===== src/sv/tgcr_pkg.sv =====
// ----------------------------------------------------------------------------
// Glyph color resolver package
// Shared types, constants and color-table functions of the resolver blocks.
// ----------------------------------------------------------------------------
package tgcr_pkg;

   // Default sizes.
   localparam int EXTRA_COLORS_DEFAULT = 8;
   localparam int CMD_QUEUE_DEPTH      = 4;
   localparam int RSP_QUEUE_DEPTH      = 2;

   // Request operation codes.
   localparam logic OP_RESOLVE = 1'b0;
   localparam logic OP_WRITE   = 1'b1;

   // Control and status register map.
   localparam int CSR_ADDR_W = 4;
   localparam int CSR_DATA_W = 32;
   localparam logic [1:0] REG_DEFAULT_FG  = 2'd0;
   localparam logic [1:0] REG_DEFAULT_BG  = 2'd1;
   localparam logic [1:0] REG_BG_ALPHA    = 2'd2;
   localparam logic [1:0] REG_REVERSE_VID = 2'd3;

   localparam logic [8:0] DEFAULT_FG_RESET = 9'd258;
   localparam logic [8:0] DEFAULT_BG_RESET = 9'd259;
   localparam logic [7:0] BG_ALPHA_RESET   = 8'd255;

   // Computed palette constants.
   localparam logic [15:0] CUBE_BASE = 16'h3737;
   localparam logic [15:0] CUBE_STEP = 16'h2828;
   localparam logic [15:0] GREY_BASE = 16'h0808;
   localparam logic [15:0] GREY_STEP = 16'h0a0a;

   typedef struct packed {
      logic [8:0] default_fg_index;
      logic [8:0] default_bg_index;
      logic [7:0] bg_alpha;
      logic       reverse_video;
   } cfg_type;

   // Where one color comes from and how it is modified.
   typedef struct packed {
      logic        use_mem;    // read from the palette store
      logic [8:0]  index;      // palette index when use_mem is set
      logic [47:0] rgb;        // direct red, green, blue
      logic [7:0]  alpha;      // direct alpha, or bg_alpha when alpha_def
      logic        alpha_def;  // entry is the default background
      logic        invert;
   } color_src_type;

   typedef struct packed {
      logic          is_write;
      logic          wr_en;
      logic [8:0]    wr_index;
      logic [63:0]   wr_value;
      color_src_type fg;
      color_src_type bg;
      logic          halve;
      logic          swap;
      logic          copy;
   } cmd_type;

   typedef struct packed {
      logic [15:0] red;
      logic [15:0] green;
      logic [15:0] blue;
      logic [7:0]  alpha;
   } pixel_type;

   typedef struct packed {
      pixel_type fg;
      pixel_type bg;
   } rsp_type;

   function automatic logic [15:0] cube_level(input logic [2:0] x);
      logic [15:0] lvl;
      lvl = (x == 3'd0) ? 16'd0 : 16'(CUBE_BASE + CUBE_STEP * 16'(x));
      return lvl;
   endfunction

   // Channels of a 6x6x6 cube entry; k is the index less 16 (0..215).
   function automatic logic [47:0] cube_rgb(input logic [7:0] k);
      logic [2:0] r;
      logic [2:0] g;
      logic [2:0] b;
      logic [7:0] rem;
      r = 3'd0;
      g = 3'd0;
      for (int i = 1; i < 6; i++) begin
         if (k >= 8'(36 * i)) r = 3'(i);
      end
      rem = 8'(k - 8'(r) * 8'd36);
      for (int i = 1; i < 6; i++) begin
         if (rem >= 8'(6 * i)) g = 3'(i);
      end
      b = 3'(rem - 8'(g) * 8'd6);
      return {cube_level(r), cube_level(g), cube_level(b)};
   endfunction

   function automatic logic [15:0] grey_level(input logic [4:0] n);
      return 16'(GREY_BASE + GREY_STEP * 16'(n));
   endfunction

endpackage


===== src/sv/terminal_glyph_color_resolver_unit.sv =====
// ----------------------------------------------------------------------------
// Terminal glyph color resolver
// Resolves the foreground and background colors of text cells against a
// writable base palette, the computed 256-color tables and cell attributes.
// ----------------------------------------------------------------------------
// The unit takes one request per clock cycle for as long as the result side
// keeps popping. A resolve request passes through the command queue between
// the classifying front end and the back end, the registered read of the
// palette store and the result queue before its result shows on the rsp_
// ports. A palette write produces no result and is visible to every later
// request. Stored palette entries must be written before a request reads them.
// Configuration registers may only be written while no request is in flight.
module terminal_glyph_color_resolver_unit
   import tgcr_pkg::*;
#(
   parameter int EXTRA_COLORS = EXTRA_COLORS_DEFAULT,
   parameter int CMD_DEPTH    = CMD_QUEUE_DEPTH,
   parameter int RSP_DEPTH    = RSP_QUEUE_DEPTH
) (
   input  logic                  clock,
   input  logic                  reset,
   // Request channel
   input  logic                  req_push,
   output logic                  req_full,
   input  logic                  req_operation,
   input  logic [24:0]           req_fg_color,
   input  logic [24:0]           req_bg_color,
   input  logic                  req_bold,
   input  logic                  req_faint,
   input  logic                  req_reverse_attr,
   input  logic                  req_blink,
   input  logic                  req_invisible,
   input  logic                  req_blink_phase,
   input  logic [8:0]            req_palette_index,
   input  logic [63:0]           req_palette_value,
   // Result channel
   output logic                  rsp_empty,
   input  logic                  rsp_pop,
   output logic [15:0]           rsp_fg_red,
   output logic [15:0]           rsp_fg_green,
   output logic [15:0]           rsp_fg_blue,
   output logic [7:0]            rsp_fg_alpha,
   output logic [15:0]           rsp_bg_red,
   output logic [15:0]           rsp_bg_green,
   output logic [15:0]           rsp_bg_blue,
   output logic [7:0]            rsp_bg_alpha_out,
   // Register port
   input  logic                  csr_psel,
   input  logic                  csr_penable,
   input  logic                  csr_pwrite,
   input  logic [CSR_ADDR_W-1:0] csr_paddr,
   input  logic [CSR_DATA_W-1:0] csr_pwdata,
   output logic [CSR_DATA_W-1:0] csr_prdata,
   output logic                  csr_pready
);

   localparam int CMD_W = $bits(cmd_type);
   localparam int RSP_W = $bits(rsp_type);

   logic [8:0] default_fg_ff, default_fg_in;
   logic [8:0] default_bg_ff, default_bg_in;
   logic [7:0] bg_alpha_ff, bg_alpha_in;
   logic       reverse_video_ff, reverse_video_in;
   logic       csr_write;
   logic [1:0] csr_index;
   cfg_type    cfg;

   cmd_type    front_cmd, back_cmd;
   logic [CMD_W-1:0] cmd_q_data;
   logic       cmd_q_empty, cmd_pop;
   logic       rsp_push, rsp_q_full;
   rsp_type    back_rsp, rsp_head;
   logic [RSP_W-1:0] rsp_q_data;

   // Register port
   assign csr_pready = 1'b1;
   assign csr_write  = csr_psel && csr_penable && csr_pwrite && csr_pready;
   assign csr_index  = csr_paddr[3:2];

   always_comb begin
      default_fg_in    = default_fg_ff;
      default_bg_in    = default_bg_ff;
      bg_alpha_in      = bg_alpha_ff;
      reverse_video_in = reverse_video_ff;
      if (csr_write) begin
         unique case (csr_index)
            REG_DEFAULT_FG:  default_fg_in    = csr_pwdata[8:0];
            REG_DEFAULT_BG:  default_bg_in    = csr_pwdata[8:0];
            REG_BG_ALPHA:    bg_alpha_in      = csr_pwdata[7:0];
            REG_REVERSE_VID: reverse_video_in = csr_pwdata[0];
            default:         default_fg_in    = default_fg_ff;
         endcase
      end
   end

   always_comb begin
      unique case (csr_index)
         REG_DEFAULT_FG:  csr_prdata = CSR_DATA_W'(default_fg_ff);
         REG_DEFAULT_BG:  csr_prdata = CSR_DATA_W'(default_bg_ff);
         REG_BG_ALPHA:    csr_prdata = CSR_DATA_W'(bg_alpha_ff);
         REG_REVERSE_VID: csr_prdata = CSR_DATA_W'(reverse_video_ff);
         default:         csr_prdata = '0;
      endcase
   end

   always_ff @(posedge clock) begin
      if (reset) begin
         default_fg_ff    <= DEFAULT_FG_RESET;
         default_bg_ff    <= DEFAULT_BG_RESET;
         bg_alpha_ff      <= BG_ALPHA_RESET;
         reverse_video_ff <= 1'b0;
      end else begin
         default_fg_ff    <= default_fg_in;
         default_bg_ff    <= default_bg_in;
         bg_alpha_ff      <= bg_alpha_in;
         reverse_video_ff <= reverse_video_in;
      end
   end

   assign cfg.default_fg_index = default_fg_ff;
   assign cfg.default_bg_index = default_bg_ff;
   assign cfg.bg_alpha         = bg_alpha_ff;
   assign cfg.reverse_video    = reverse_video_ff;

   tgcr_front #(
      .EXTRA_COLORS (EXTRA_COLORS)
   ) u_front (
      .cfg               (cfg),
      .req_operation     (req_operation),
      .req_fg_color      (req_fg_color),
      .req_bg_color      (req_bg_color),
      .req_bold          (req_bold),
      .req_faint         (req_faint),
      .req_reverse_attr  (req_reverse_attr),
      .req_blink         (req_blink),
      .req_invisible     (req_invisible),
      .req_blink_phase   (req_blink_phase),
      .req_palette_index (req_palette_index),
      .req_palette_value (req_palette_value),
      .cmd               (front_cmd)
   );

   tgcr_fifo #(
      .WIDTH (CMD_W),
      .DEPTH (CMD_DEPTH)
   ) u_cmd_queue (
      .clock     (clock),
      .reset     (reset),
      .push      (req_push),
      .push_data (front_cmd),
      .pop       (cmd_pop),
      .pop_data  (cmd_q_data),
      .full      (req_full),
      .empty     (cmd_q_empty)
   );

   assign back_cmd = cmd_type'(cmd_q_data);

   tgcr_back #(
      .EXTRA_COLORS (EXTRA_COLORS)
   ) u_back (
      .clock     (clock),
      .reset     (reset),
      .cmd       (back_cmd),
      .cmd_valid (!cmd_q_empty),
      .cmd_pop   (cmd_pop),
      .rsp_push  (rsp_push),
      .rsp       (back_rsp),
      .rsp_full  (rsp_q_full)
   );

   tgcr_fifo #(
      .WIDTH (RSP_W),
      .DEPTH (RSP_DEPTH)
   ) u_rsp_queue (
      .clock     (clock),
      .reset     (reset),
      .push      (rsp_push),
      .push_data (back_rsp),
      .pop       (rsp_pop),
      .pop_data  (rsp_q_data),
      .full      (rsp_q_full),
      .empty     (rsp_empty)
   );

   assign rsp_head         = rsp_type'(rsp_q_data);
   assign rsp_fg_red       = rsp_head.fg.red;
   assign rsp_fg_green     = rsp_head.fg.green;
   assign rsp_fg_blue      = rsp_head.fg.blue;
   assign rsp_fg_alpha     = rsp_head.fg.alpha;
   assign rsp_bg_red       = rsp_head.bg.red;
   assign rsp_bg_green     = rsp_head.bg.green;
   assign rsp_bg_blue      = rsp_head.bg.blue;
   assign rsp_bg_alpha_out = rsp_head.bg.alpha;

   // The back end never pushes a result into a full result queue.
   a_rsp_no_overflow: assert property (@(posedge clock) disable iff (reset)
      rsp_push |-> !rsp_q_full)
      else $error("result pushed into full queue");

   // The back end only takes a request that is waiting in the command queue.
   a_cmd_no_underflow: assert property (@(posedge clock) disable iff (reset)
      cmd_pop |-> !cmd_q_empty)
      else $error("command popped from empty queue");

   // Reset leaves no result waiting and room for a request.
   a_reset_clears: assert property (@(posedge clock)
      $past(reset) |-> (rsp_empty && !req_full))
      else $error("queues not cleared by reset");

endmodule


===== src/sv/tgcr_fifo.sv =====
// ----------------------------------------------------------------------------
// Resolver queue
// Small first-in first-out queue of fixed-width words with full and empty.
// ----------------------------------------------------------------------------
module tgcr_fifo
   import tgcr_pkg::*;
#(
   parameter int WIDTH = 1,
   parameter int DEPTH = CMD_QUEUE_DEPTH
) (
   input  logic             clock,
   input  logic             reset,
   input  logic             push,
   input  logic [WIDTH-1:0] push_data,
   input  logic             pop,
   output logic [WIDTH-1:0] pop_data,
   output logic             full,
   output logic             empty
);

   localparam int PTR_W = (DEPTH > 1) ? $clog2(DEPTH) : 1;
   localparam int CNT_W = $clog2(DEPTH + 1);

   logic [WIDTH-1:0] entries_ff [DEPTH];
   logic [PTR_W-1:0] wr_ptr_ff, wr_ptr_in;
   logic [PTR_W-1:0] rd_ptr_ff, rd_ptr_in;
   logic [CNT_W-1:0] count_ff, count_in;
   logic             do_push, do_pop;

   assign full     = (count_ff == CNT_W'(DEPTH));
   assign empty    = (count_ff == '0);
   assign do_push  = push && !full;
   assign do_pop   = pop && !empty;
   assign pop_data = entries_ff[rd_ptr_ff];

   always_comb begin
      wr_ptr_in = wr_ptr_ff;
      rd_ptr_in = rd_ptr_ff;
      count_in  = count_ff;
      if (do_push) begin
         wr_ptr_in = (wr_ptr_ff == PTR_W'(DEPTH - 1)) ? '0 : wr_ptr_ff + 1'b1;
      end
      if (do_pop) begin
         rd_ptr_in = (rd_ptr_ff == PTR_W'(DEPTH - 1)) ? '0 : rd_ptr_ff + 1'b1;
      end
      case ({do_push, do_pop})
         2'b10:   count_in = count_ff + 1'b1;
         2'b01:   count_in = count_ff - 1'b1;
         default: count_in = count_ff;
      endcase
   end

   always_ff @(posedge clock) begin
      if (reset) begin
         wr_ptr_ff <= '0;
         rd_ptr_ff <= '0;
         count_ff  <= '0;
      end else begin
         wr_ptr_ff <= wr_ptr_in;
         rd_ptr_ff <= rd_ptr_in;
         count_ff  <= count_in;
      end
   end

   always_ff @(posedge clock) begin
      if (do_push) begin
         entries_ff[wr_ptr_ff] <= push_data;
      end
   end

endmodule


===== src/sv/tgcr_front.sv =====
// ----------------------------------------------------------------------------
// Resolver front end
// Classifies each request: decides which palette entry or direct color each
// side takes, and which attribute modifications the back end applies.
// ----------------------------------------------------------------------------
module tgcr_front
   import tgcr_pkg::*;
#(
   parameter int EXTRA_COLORS = EXTRA_COLORS_DEFAULT
) (
   input  cfg_type      cfg,
   input  logic         req_operation,
   input  logic [24:0]  req_fg_color,
   input  logic [24:0]  req_bg_color,
   input  logic         req_bold,
   input  logic         req_faint,
   input  logic         req_reverse_attr,
   input  logic         req_blink,
   input  logic         req_invisible,
   input  logic         req_blink_phase,
   input  logic [8:0]   req_palette_index,
   input  logic [63:0]  req_palette_value,
   output cmd_type      cmd
);

   logic        bold_eff;
   logic        fg_pal, bg_pal;
   logic [23:0] fg_idx0, fg_idx, bg_idx;
   logic        fg_to_def, bg_to_def;

   function automatic color_src_type classify(input logic pal, input logic [23:0] idx,
                                              input cfg_type c);
      color_src_type s;
      logic [15:0]   lvl;
      s   = '0;
      lvl = '0;
      if (!pal) begin
         s.rgb   = {idx[23:16], 8'h00, idx[15:8], 8'h00, idx[7:0], 8'h00};
         s.alpha = 8'hFF;
      end else if (idx < 24'd16) begin
         s.use_mem = 1'b1;
      end else if (idx < 24'd232) begin
         s.rgb   = cube_rgb(8'(idx - 24'd16));
         s.alpha = 8'hFF;
      end else if (idx < 24'd256) begin
         lvl     = grey_level(5'(idx - 24'd232));
         s.rgb   = {lvl, lvl, lvl};
         s.alpha = 8'hFF;
      end else if (idx < 24'(256 + EXTRA_COLORS)) begin
         s.use_mem = 1'b1;
      end
      s.index = idx[8:0];
      if (pal && idx == {15'd0, c.default_bg_index}) begin
         s.alpha     = c.bg_alpha;
         s.alpha_def = 1'b1;
      end
      return s;
   endfunction

   always_comb begin
      bold_eff = req_bold && !req_faint && (req_fg_color[24:3] == '0);
      fg_pal   = !req_fg_color[24];
      bg_pal   = !req_bg_color[24];
      fg_idx0  = bold_eff ? {20'd0, 1'b1, req_fg_color[2:0]} : req_fg_color[23:0];

      // Under reverse video the default colors trade places; all else inverts.
      fg_to_def = cfg.reverse_video && fg_pal && (fg_idx0 == {15'd0, cfg.default_fg_index});
      bg_to_def = cfg.reverse_video && bg_pal &&
                  (req_bg_color[23:0] == {15'd0, cfg.default_bg_index});
      fg_idx = fg_to_def ? {15'd0, cfg.default_bg_index} : fg_idx0;
      bg_idx = bg_to_def ? {15'd0, cfg.default_fg_index} : req_bg_color[23:0];

      cmd           = '0;
      cmd.is_write  = (req_operation == OP_WRITE);
      cmd.wr_index  = req_palette_index;
      cmd.wr_value  = req_palette_value;
      cmd.wr_en     = (req_palette_index < 9'd16) ||
                      (req_palette_index >= 9'd256 &&
                       req_palette_index < 9'(256 + EXTRA_COLORS));
      cmd.fg        = classify(fg_pal, fg_idx, cfg);
      cmd.bg        = classify(bg_pal, bg_idx, cfg);
      cmd.fg.invert = cfg.reverse_video && !fg_to_def;
      cmd.bg.invert = cfg.reverse_video && !bg_to_def;
      cmd.halve     = req_faint && !req_bold;
      cmd.swap      = req_reverse_attr;
      cmd.copy      = (req_blink && req_blink_phase) || req_invisible;
   end

endmodule


===== src/sv/tgcr_back.sv =====
// ----------------------------------------------------------------------------
// Resolver back end
// Holds the palette store, carries out writes and reads, and builds the
// final foreground and background colors of each resolve request.
// ----------------------------------------------------------------------------
module tgcr_back
   import tgcr_pkg::*;
#(
   parameter int EXTRA_COLORS = EXTRA_COLORS_DEFAULT
) (
   input  logic    clock,
   input  logic    reset,
   input  cmd_type cmd,
   input  logic    cmd_valid,
   output logic    cmd_pop,
   output logic    rsp_push,
   output rsp_type rsp,
   input  logic    rsp_full
);

   localparam int PAL_DEPTH = 16 + EXTRA_COLORS;
   localparam int ADDR_W    = $clog2(PAL_DEPTH);

   logic [63:0]  pal_mem [PAL_DEPTH];
   logic [63:0]  rd_fg_ff, rd_bg_ff;
   logic         b_valid_ff, b_valid_in;
   logic         b_result_ff, b_result_in;
   cmd_type      b_cmd_ff, b_cmd_in;
   logic         issue, b_advance;
   logic [ADDR_W-1:0] wr_addr, fg_addr, bg_addr;
   pixel_type    fg_pix, bg_pix;

   function automatic logic [ADDR_W-1:0] slot(input logic [8:0] index);
      logic [8:0] off;
      off = index - 9'd240;
      return (index < 9'd16) ? ADDR_W'(index[3:0]) : ADDR_W'(off);
   endfunction

   function automatic pixel_type build(input color_src_type c, input logic [63:0] rd);
      pixel_type p;
      p.red   = c.rgb[47:32];
      p.green = c.rgb[31:16];
      p.blue  = c.rgb[15:0];
      p.alpha = c.alpha;
      if (c.use_mem) begin
         p.red   = rd[47:32];
         p.green = rd[31:16];
         p.blue  = rd[15:0];
         if (!c.alpha_def) p.alpha = rd[55:48];
      end
      if (c.invert) begin
         p.red   = ~p.red;
         p.green = ~p.green;
         p.blue  = ~p.blue;
      end
      return p;
   endfunction

   assign b_advance = b_valid_ff && (!b_result_ff || !rsp_full);
   assign issue     = cmd_valid && (!b_valid_ff || b_advance);
   assign cmd_pop   = issue;
   assign rsp_push  = b_valid_ff && b_result_ff && !rsp_full;

   assign wr_addr = cmd.wr_en ? slot(cmd.wr_index) : '0;
   assign fg_addr = cmd.fg.use_mem ? slot(cmd.fg.index) : '0;
   assign bg_addr = cmd.bg.use_mem ? slot(cmd.bg.index) : '0;

   always_comb begin
      b_valid_in  = b_valid_ff;
      b_result_in = b_result_ff;
      b_cmd_in    = b_cmd_ff;
      if (issue) begin
         b_valid_in  = 1'b1;
         b_result_in = !cmd.is_write;
         b_cmd_in    = cmd;
      end else if (b_advance) begin
         b_valid_in = 1'b0;
      end
   end

   always_ff @(posedge clock) begin
      if (reset) begin
         b_valid_ff  <= 1'b0;
         b_result_ff <= 1'b0;
      end else begin
         b_valid_ff  <= b_valid_in;
         b_result_ff <= b_result_in;
      end
      b_cmd_ff <= b_cmd_in;
   end

   // Requests issue in order, so a read always sees every earlier write.
   always_ff @(posedge clock) begin
      if (issue && cmd.is_write && cmd.wr_en) begin
         pal_mem[wr_addr] <= cmd.wr_value;
      end
      if (issue) begin
         rd_fg_ff <= pal_mem[fg_addr];
         rd_bg_ff <= pal_mem[bg_addr];
      end
   end

   always_comb begin
      fg_pix = build(b_cmd_ff.fg, rd_fg_ff);
      bg_pix = build(b_cmd_ff.bg, rd_bg_ff);
      if (b_cmd_ff.halve) begin
         fg_pix.red   = fg_pix.red >> 1;
         fg_pix.green = fg_pix.green >> 1;
         fg_pix.blue  = fg_pix.blue >> 1;
      end
      rsp.bg = b_cmd_ff.swap ? fg_pix : bg_pix;
      if (b_cmd_ff.copy) begin
         rsp.fg = rsp.bg;
      end else begin
         rsp.fg = b_cmd_ff.swap ? bg_pix : fg_pix;
      end
   end

endmodule

===== config.mk =====
export PLATFORM = sky130hd
export DESIGN_NAME = terminal_glyph_color_resolver_unit
export DESIGN_NICKNAME = d
export VERILOG_FILES = /design/src/sv/tgcr_pkg.sv /design/src/sv/terminal_glyph_color_resolver_unit.sv /design/src/sv/tgcr_fifo.sv /design/src/sv/tgcr_front.sv /design/src/sv/tgcr_back.sv
export SDC_FILE = /design/constraint.sdc
export NUM_CORES = 2
export LEC_CHECK = 0
export BUFFER_PORTS_ARGS = -buffer_cell sky130_fd_sc_hd__buf_2
export CAP_MARGIN = 40
export CELL_PAD_IN_SITES_DETAIL_PLACEMENT = 1
export CELL_PAD_IN_SITES_GLOBAL_PLACEMENT = 2
export CORE_ASPECT_RATIO = 0.5
export CORE_MARGIN = 2
export CORE_UTILIZATION = 35
export CTS_CLUSTER_DIAMETER = 30
export DETAILED_ROUTE_END_ITERATION = 10
export PLACE_DENSITY = 0.6
export REMOVE_ABC_BUFFERS = 1
export SLEW_MARGIN = 40
export SYNTH_ARGS = -nofsm -noshare
export SYNTH_HDL_FRONTEND = slang
export SYNTH_HIERARCHICAL = 1
export SYNTH_SLANG_ARGS = --single-unit

===== constraint.sdc =====
create_clock -name clock -period 20.1 [get_ports clock]
set_input_delay 3.015 -clock clock [delete_from_list [all_inputs] [get_ports clock]]
set_output_delay 3.015 -clock clock [all_outputs]
set_load 0.01 [all_outputs]

* Yosys cells after proc, flatten, opt, wreduce, memory -nomap -nowiden
Memory sizes are Yosys's and may differ from the RTL's. A register that Yosys moved wholly into a read port is not among the register bits.
Cells that the tools add are included.
W data, S select, Z words.
** Storage, ports and cells
- Bits in registers :: 161
- Bits in latches :: 0
- Bits in writable memories :: 2616
- Bits in read-only memories :: 0
- Bits of input ports :: 173
- Word-level logic and storage cells :: 277
- Memories :: 3
** Operators by class
- Add/subtract/negate cells :: 27
- $mul :: 12
- Divide/modulo/power cells :: 0
- $lt $le $gt $ge :: 34
- Eq/ne operators :: 15
- Shift-type cells :: 0
- Mux-type cells :: 96
- Bitwise operators :: 6
- Reductions and logical operators :: 59
** Memory list
- u_back.pal_mem :: words 24, bits a word 64, read ports 2, clocked after memory_dff 2, write ports 1, line tgcr_back.sv:24 : logic [63:0] pal_mem [PAL_DEPTH];
- u_cmd_queue.entries_ff :: words 4, bits a word 214, read ports 1, clocked after memory_dff 1, write ports 1, line tgcr_fifo.sv:24 : logic [WIDTH-1:0] entries_ff [DEPTH];
- u_rsp_queue.entries_ff :: words 2, bits a word 112, read ports 1, clocked after memory_dff 1, write ports 1, line tgcr_fifo.sv:24
** Operator list (number)
- $mux W56 :: 13
- $mux W48 :: 3
- $pmux W32 S4 :: 1
- $add A14 B16 Y16 const A :: 6
- $eq A24 B9 Y1 :: 4
- $lt A24 B9 Y1 const B :: 4
- $mux W16 :: 6
- $not A16 Y16 :: 6
- $mul A11 B3 Y13 const A :: 6
- $mux W24 :: 3
- $mux W3 :: 20
- $ge A8 B5 Y1 const B :: 6
- $lt A24 B5 Y1 const B :: 2
- $lt A24 B8 Y1 const B :: 2
- $lt A9 B5 Y1 const B :: 4
- $add A12 B16 Y16 const A :: 2
- $ge A8 B7 Y1 const B :: 4
- $ge A8 B8 Y1 const B :: 4
- $mul A11 B5 Y15 const A :: 2
- $mux W5 :: 6
- $mux W1 :: 26
- $logic_and A1 B1 Y1 :: 25
- $mux W2 :: 12
- $logic_not A22 Y1 :: 1
- 30 further kinds :: 81

* Longest topological paths before layout
- Word-level depth :: 37
- Depth in mapped cells :: 43
- Depth with buffers taken out :: 41

* By module
The synthesis kept the hierarchy.
** By module, submodules not included
- tgcr_back :: times used 1, cells an instance 5290, area an instance 74661.6 um^2
- tgcr_fifo at u_cmd_queue :: times used 1, cells an instance 1172, area an instance 31475.2 um^2
- tgcr_fifo at u_rsp_queue :: times used 1, cells an instance 374, area an instance 8291.7 um^2
- tgcr_front :: times used 1, cells an instance 1121, area an instance 7373.3 um^2
- terminal_glyph_color_resolver_unit :: times used 1, cells an instance 168, area an instance 1507.7 um^2

* Worst setup path after synthesis
No wires, ideal clock.
- Path kind :: input port to flip-flop
- Start point :: in req_fg_color[1]
- End point :: mem u_cmd_queue/entries_ff[0][93] (netlist bit) (data pin)
- Setup time :: 0.266 ns
- Arrival time :: 11.261 ns
- Path slack :: 8.573 ns
- Cell stages on the path :: 39
- Cell sequence :: buf_2 -> xnor2_1 -> nand4_2 -> or3_1 -> buf_2 -> nor3_4 -> buf_2 -> mux2i_1 -> ha_1 -> clkbuf_1 -> nor3b_1 -> o22ai_1 -> a32o_1 -> nor4_1 -> a21oi_1 -> a211oi_2 -> inv_1 -> ha_1 -> [3 not listed] -> o21ai_0 -> a31oi_1 -> mux2_4 -> or4_4 -> ha_1 -> xor2_1 -> xnor2_1 -> inv_1 -> ha_1 -> ha_1 -> ha_1 -> nand2_1 -> nor2_1 -> nor2_1 -> nand2_1 -> o21ai_0 -> a211o_1 -> a22o_1
** RTL lines
- start, declared :: line terminal_glyph_color_resolver_unit.sv:26 : input logic [24:0] req_fg_color,
- end, declared :: line tgcr_fifo.sv:24

==> qor.csv <==
stage,metric,value,unit
status,status,"complete, no violations",
global_route,grt_usage,26.12,%
timing,worstMarginPinSlew,0.9543,ns
finish,drive_gt1_share,21.94,%
worst_setup_path,endpoint_kind,flip-flop,
worst_setup_path,critPathArrivalTime,12.87,ns
drt,num_vias,80420,
power,powerDensity,169.8,nW/um2
clocking,cts_resized,0,
clocking,cts_buffers,468,
worst_setup_path,crit_top_cell,ha_1,
timing,slew_headroom,36.38,%
place,dp_hpwl,289700,um
worst_setup_path,critical_path.startpoint_type,primary input,
drt,wl_met1,211500,um
worst_setup_path,required,20.77,ns
drt,drt_iter0_markers,8448,
worst_setup_path,cpPeakStageDelay,0.73,ns
drt,drt-total-wl,474900,um
timing,fin_crit_sh,60.69,%
clocking,htreeDepth,5,
timing,slew_viol_final,0,
power,ir_drop,0.1243,mV
die,start_util,35.14,%
timing,max_freq,0.08197,GHz
worst_setup_path,worst-r2r-setup-slack,9.99,ns
die,core_area,347500,um2
flow_run,cap_viol_max_count,0,
synth,syn_area,122100,um2
worst_setup_path,startpoint,req_bg_color[16],
clocking,numClockSinks,2668,
worst_setup_path,cp_max_fo,11,
finish,fin_util,41.72,%
worst_setup_path,cp-endpoint,u_cmd_queue/entries_ff[3][24],
die,die-area,353900,um2
die,num_rows,153,
timing,period_minus_slack,12.20,ns
synth,avgSynthCellArea,15.12,um2
worst_setup_path,timing.rr.end,u_cmd_queue/entries_ff[1][93],
clocking,postCtsHoldBufs,0,
clocking,clk_root_buffer_cell,clkbuf_16,
drt,drc_errors,0,
drt,via_per_inst,5.968,
clocking,clockBufferDepth,4,
place,gp_congestion,0.8261,
clocking,clk_pin_slew,0.06,ns
place,port_buffers,262,
synth,netlist_instances,8077,
finish,syn2layout_area_growth,18.72,%
timing,setup_ws,7.901,ns
clocking,cts_tree,built,
worst_hold_path,hold_path.class,reg -> reg,
timing,setup_viol,0,
clocking,post_cts.repair.setup_buffers,0,
power,p_leak,0.04844,uW
worst_setup_path,critical_path_class,in -> reg,
timing,fin_setup_tns,0,ns
worst_setup_path,critPathSlowestCell,nor2_1,
global_route,overflow,0,
global_route,grt_pass1_wl,654800,um
worst_setup_path,reg2reg_from,default_fg_ff[0],
drt,wl_met2,215900,um
finish,num-fill-cells,34190,
timing,fin_skew,0.06865,ns
drt,routed.top_layer,met5,
global_route,grt_start_max_net_pins,92,
global_route,grt_pass1_vias,81800,
place,place_ws,6.945,ns
worst_setup_path,worstRegToRegCells,36,
finish,fin_nets,8665,
drt,routed-wl-met3,35560,um
die,num_io_pins,320,
clocking,clock_latency,0.97,ns
timing,rsz0062_at_grt,false,
synth,ys_warn_count,6,
global_route,antenna_found_initial,54,
die,die_h,421.7,um
drt,drt_pre_antenna_iters,8,
die,die_w,839.3,um
drt,wl_per_cell,35.25,um
timing,finalHoldViolCount,0,
drt,final_antenna_net_count,0,
[worst max-delay path: cells and delay by family]
kind | cells | cell delay [ns]
muxes | 1 | 0.56
and+or+nand+nor | 10 | 3.22
xor gates and xnor gates | 2 | 0.45
adders and majority gates | 6 | 2.25
buffers and inverters | 4 | 0.79
AOI/OAI and AO/OA | 9 | 2.57
[worst min path at each step]
stage	from	end	slack [ns]	cells past startpoint
6_report	u_rsp_queue/wr_ptr_ff	u_rsp_queue/wr_ptr_ff	0.51	2
5_1_grt	u_cmd_queue/rd_ptr_ff[0]	flip-flop	0.55	2
4_1_cts	u_rsp_queue/wr_ptr_ff	u_rsp_queue/wr_ptr_ff	0.51	2
3_5_place_dp	u_cmd_queue/rd_ptr_ff[0]	flip-flop	0.49	2
3_3_place_gp	u_cmd_queue/rd_ptr_ff[0]	flip-flop	0.48	2
2_1_floorplan	u_rsp_queue/wr_ptr_ff	u_rsp_queue/wr_ptr_ff	0.45	2
[metal layers]
metal	global-route usage, %	up-vias
met2	41.02	3302
li1	-	33010
met4	6.378	18
met3	4.695	745
met1	37.69	43350
met5	0	-
[through the flow]
stage	power, uW	std cells	hold slack [ns]	instance area [um2]
after floorplan	12520	7402	0.4518	118600
after CTS	24570	13450	0.5075	144800
after detailed placement	16380	12580	0.4911	128700
final	24620	13470	0.5088	145000
after global placement	16220	12560	0.4762	128200
after global routing	25320	13450	0.5451	144900
[where the power goes]
group	leakage, uW	switching [uW]	total [uW]	internal [uW]
combinational	0.0166	6220	8740	2520
sequential	0.0241	295	7740	7440
clock	0.00769	2930	8140	5210
[registers in the layout, indices dropped and copies added (netlist names), 2 cells and up, named ones only]
| signal | count |
|---|---|
| bg_alpha_ff | 8 |
| default_bg_ff | 9 |
| default_fg_ff | 9 |
| u_back/b_cmd_ff | 121 |
| u_back/pal_mem | 1344 |
| u_back/rd_bg_ff | 56 |
| u_back/rd_fg_ff | 56 |
| u_cmd_queue/count_ff | 3 |
| u_cmd_queue/entries_ff | 824 |
| u_cmd_queue/rd_ptr_ff | 2 |
| u_cmd_queue/wr_ptr_ff | 2 |
| u_rsp_queue/count_ff | 2 |
| u_rsp_queue/entries_ff | 224 |
[layout make-up]
type | instances | area, um2 | share of cell area (%)
inverters | 85 | 335.3 | 0.2313
repair buffers | 529 | 3782 | 2.609
diodes | 24 | 60.06 | 0.04143
flip-flops and latches | 2668 | 79700 | 54.97
clock inverters | 345 | 4028 | 2.778
well taps | 4650 | 5818 | 4.013
multi-input cells | 4649 | 39200 | 27.04
clock buffers | 524 | 12050 | 8.310
[cells in the final DEF, fill, tap and decap left out, types with 55 or more instances in the layout]
cell type / count
a211o_1: 170
nor3b_1: 61
buf_2: 262
bufinv_16: 69
mux2i_1: 568
a211oi_1: 65
and2_1: 175
a22oi_1: 116
nor2_1: 312
clkinv_1: 55
o221ai_1: 256
clkinvlp_4: 64
inv_1: 78
xnor2_1: 123
clkinv_2: 72
o21ai_0: 249
buf_4: 210
nand2_1: 531
a221o_1: 57
mux4_2: 341
ha_1: 80
clkbuf_16: 473
a21oi_1: 410
xor2_1: 71
a31oi_1: 76
edfxtp_1: 2625
o32a_1: 57
nor2b_1: 70
a221oi_1: 111
nor3_1: 73
mux2_2: 156
No activity file was read; power rests on OpenSTA's default activity.
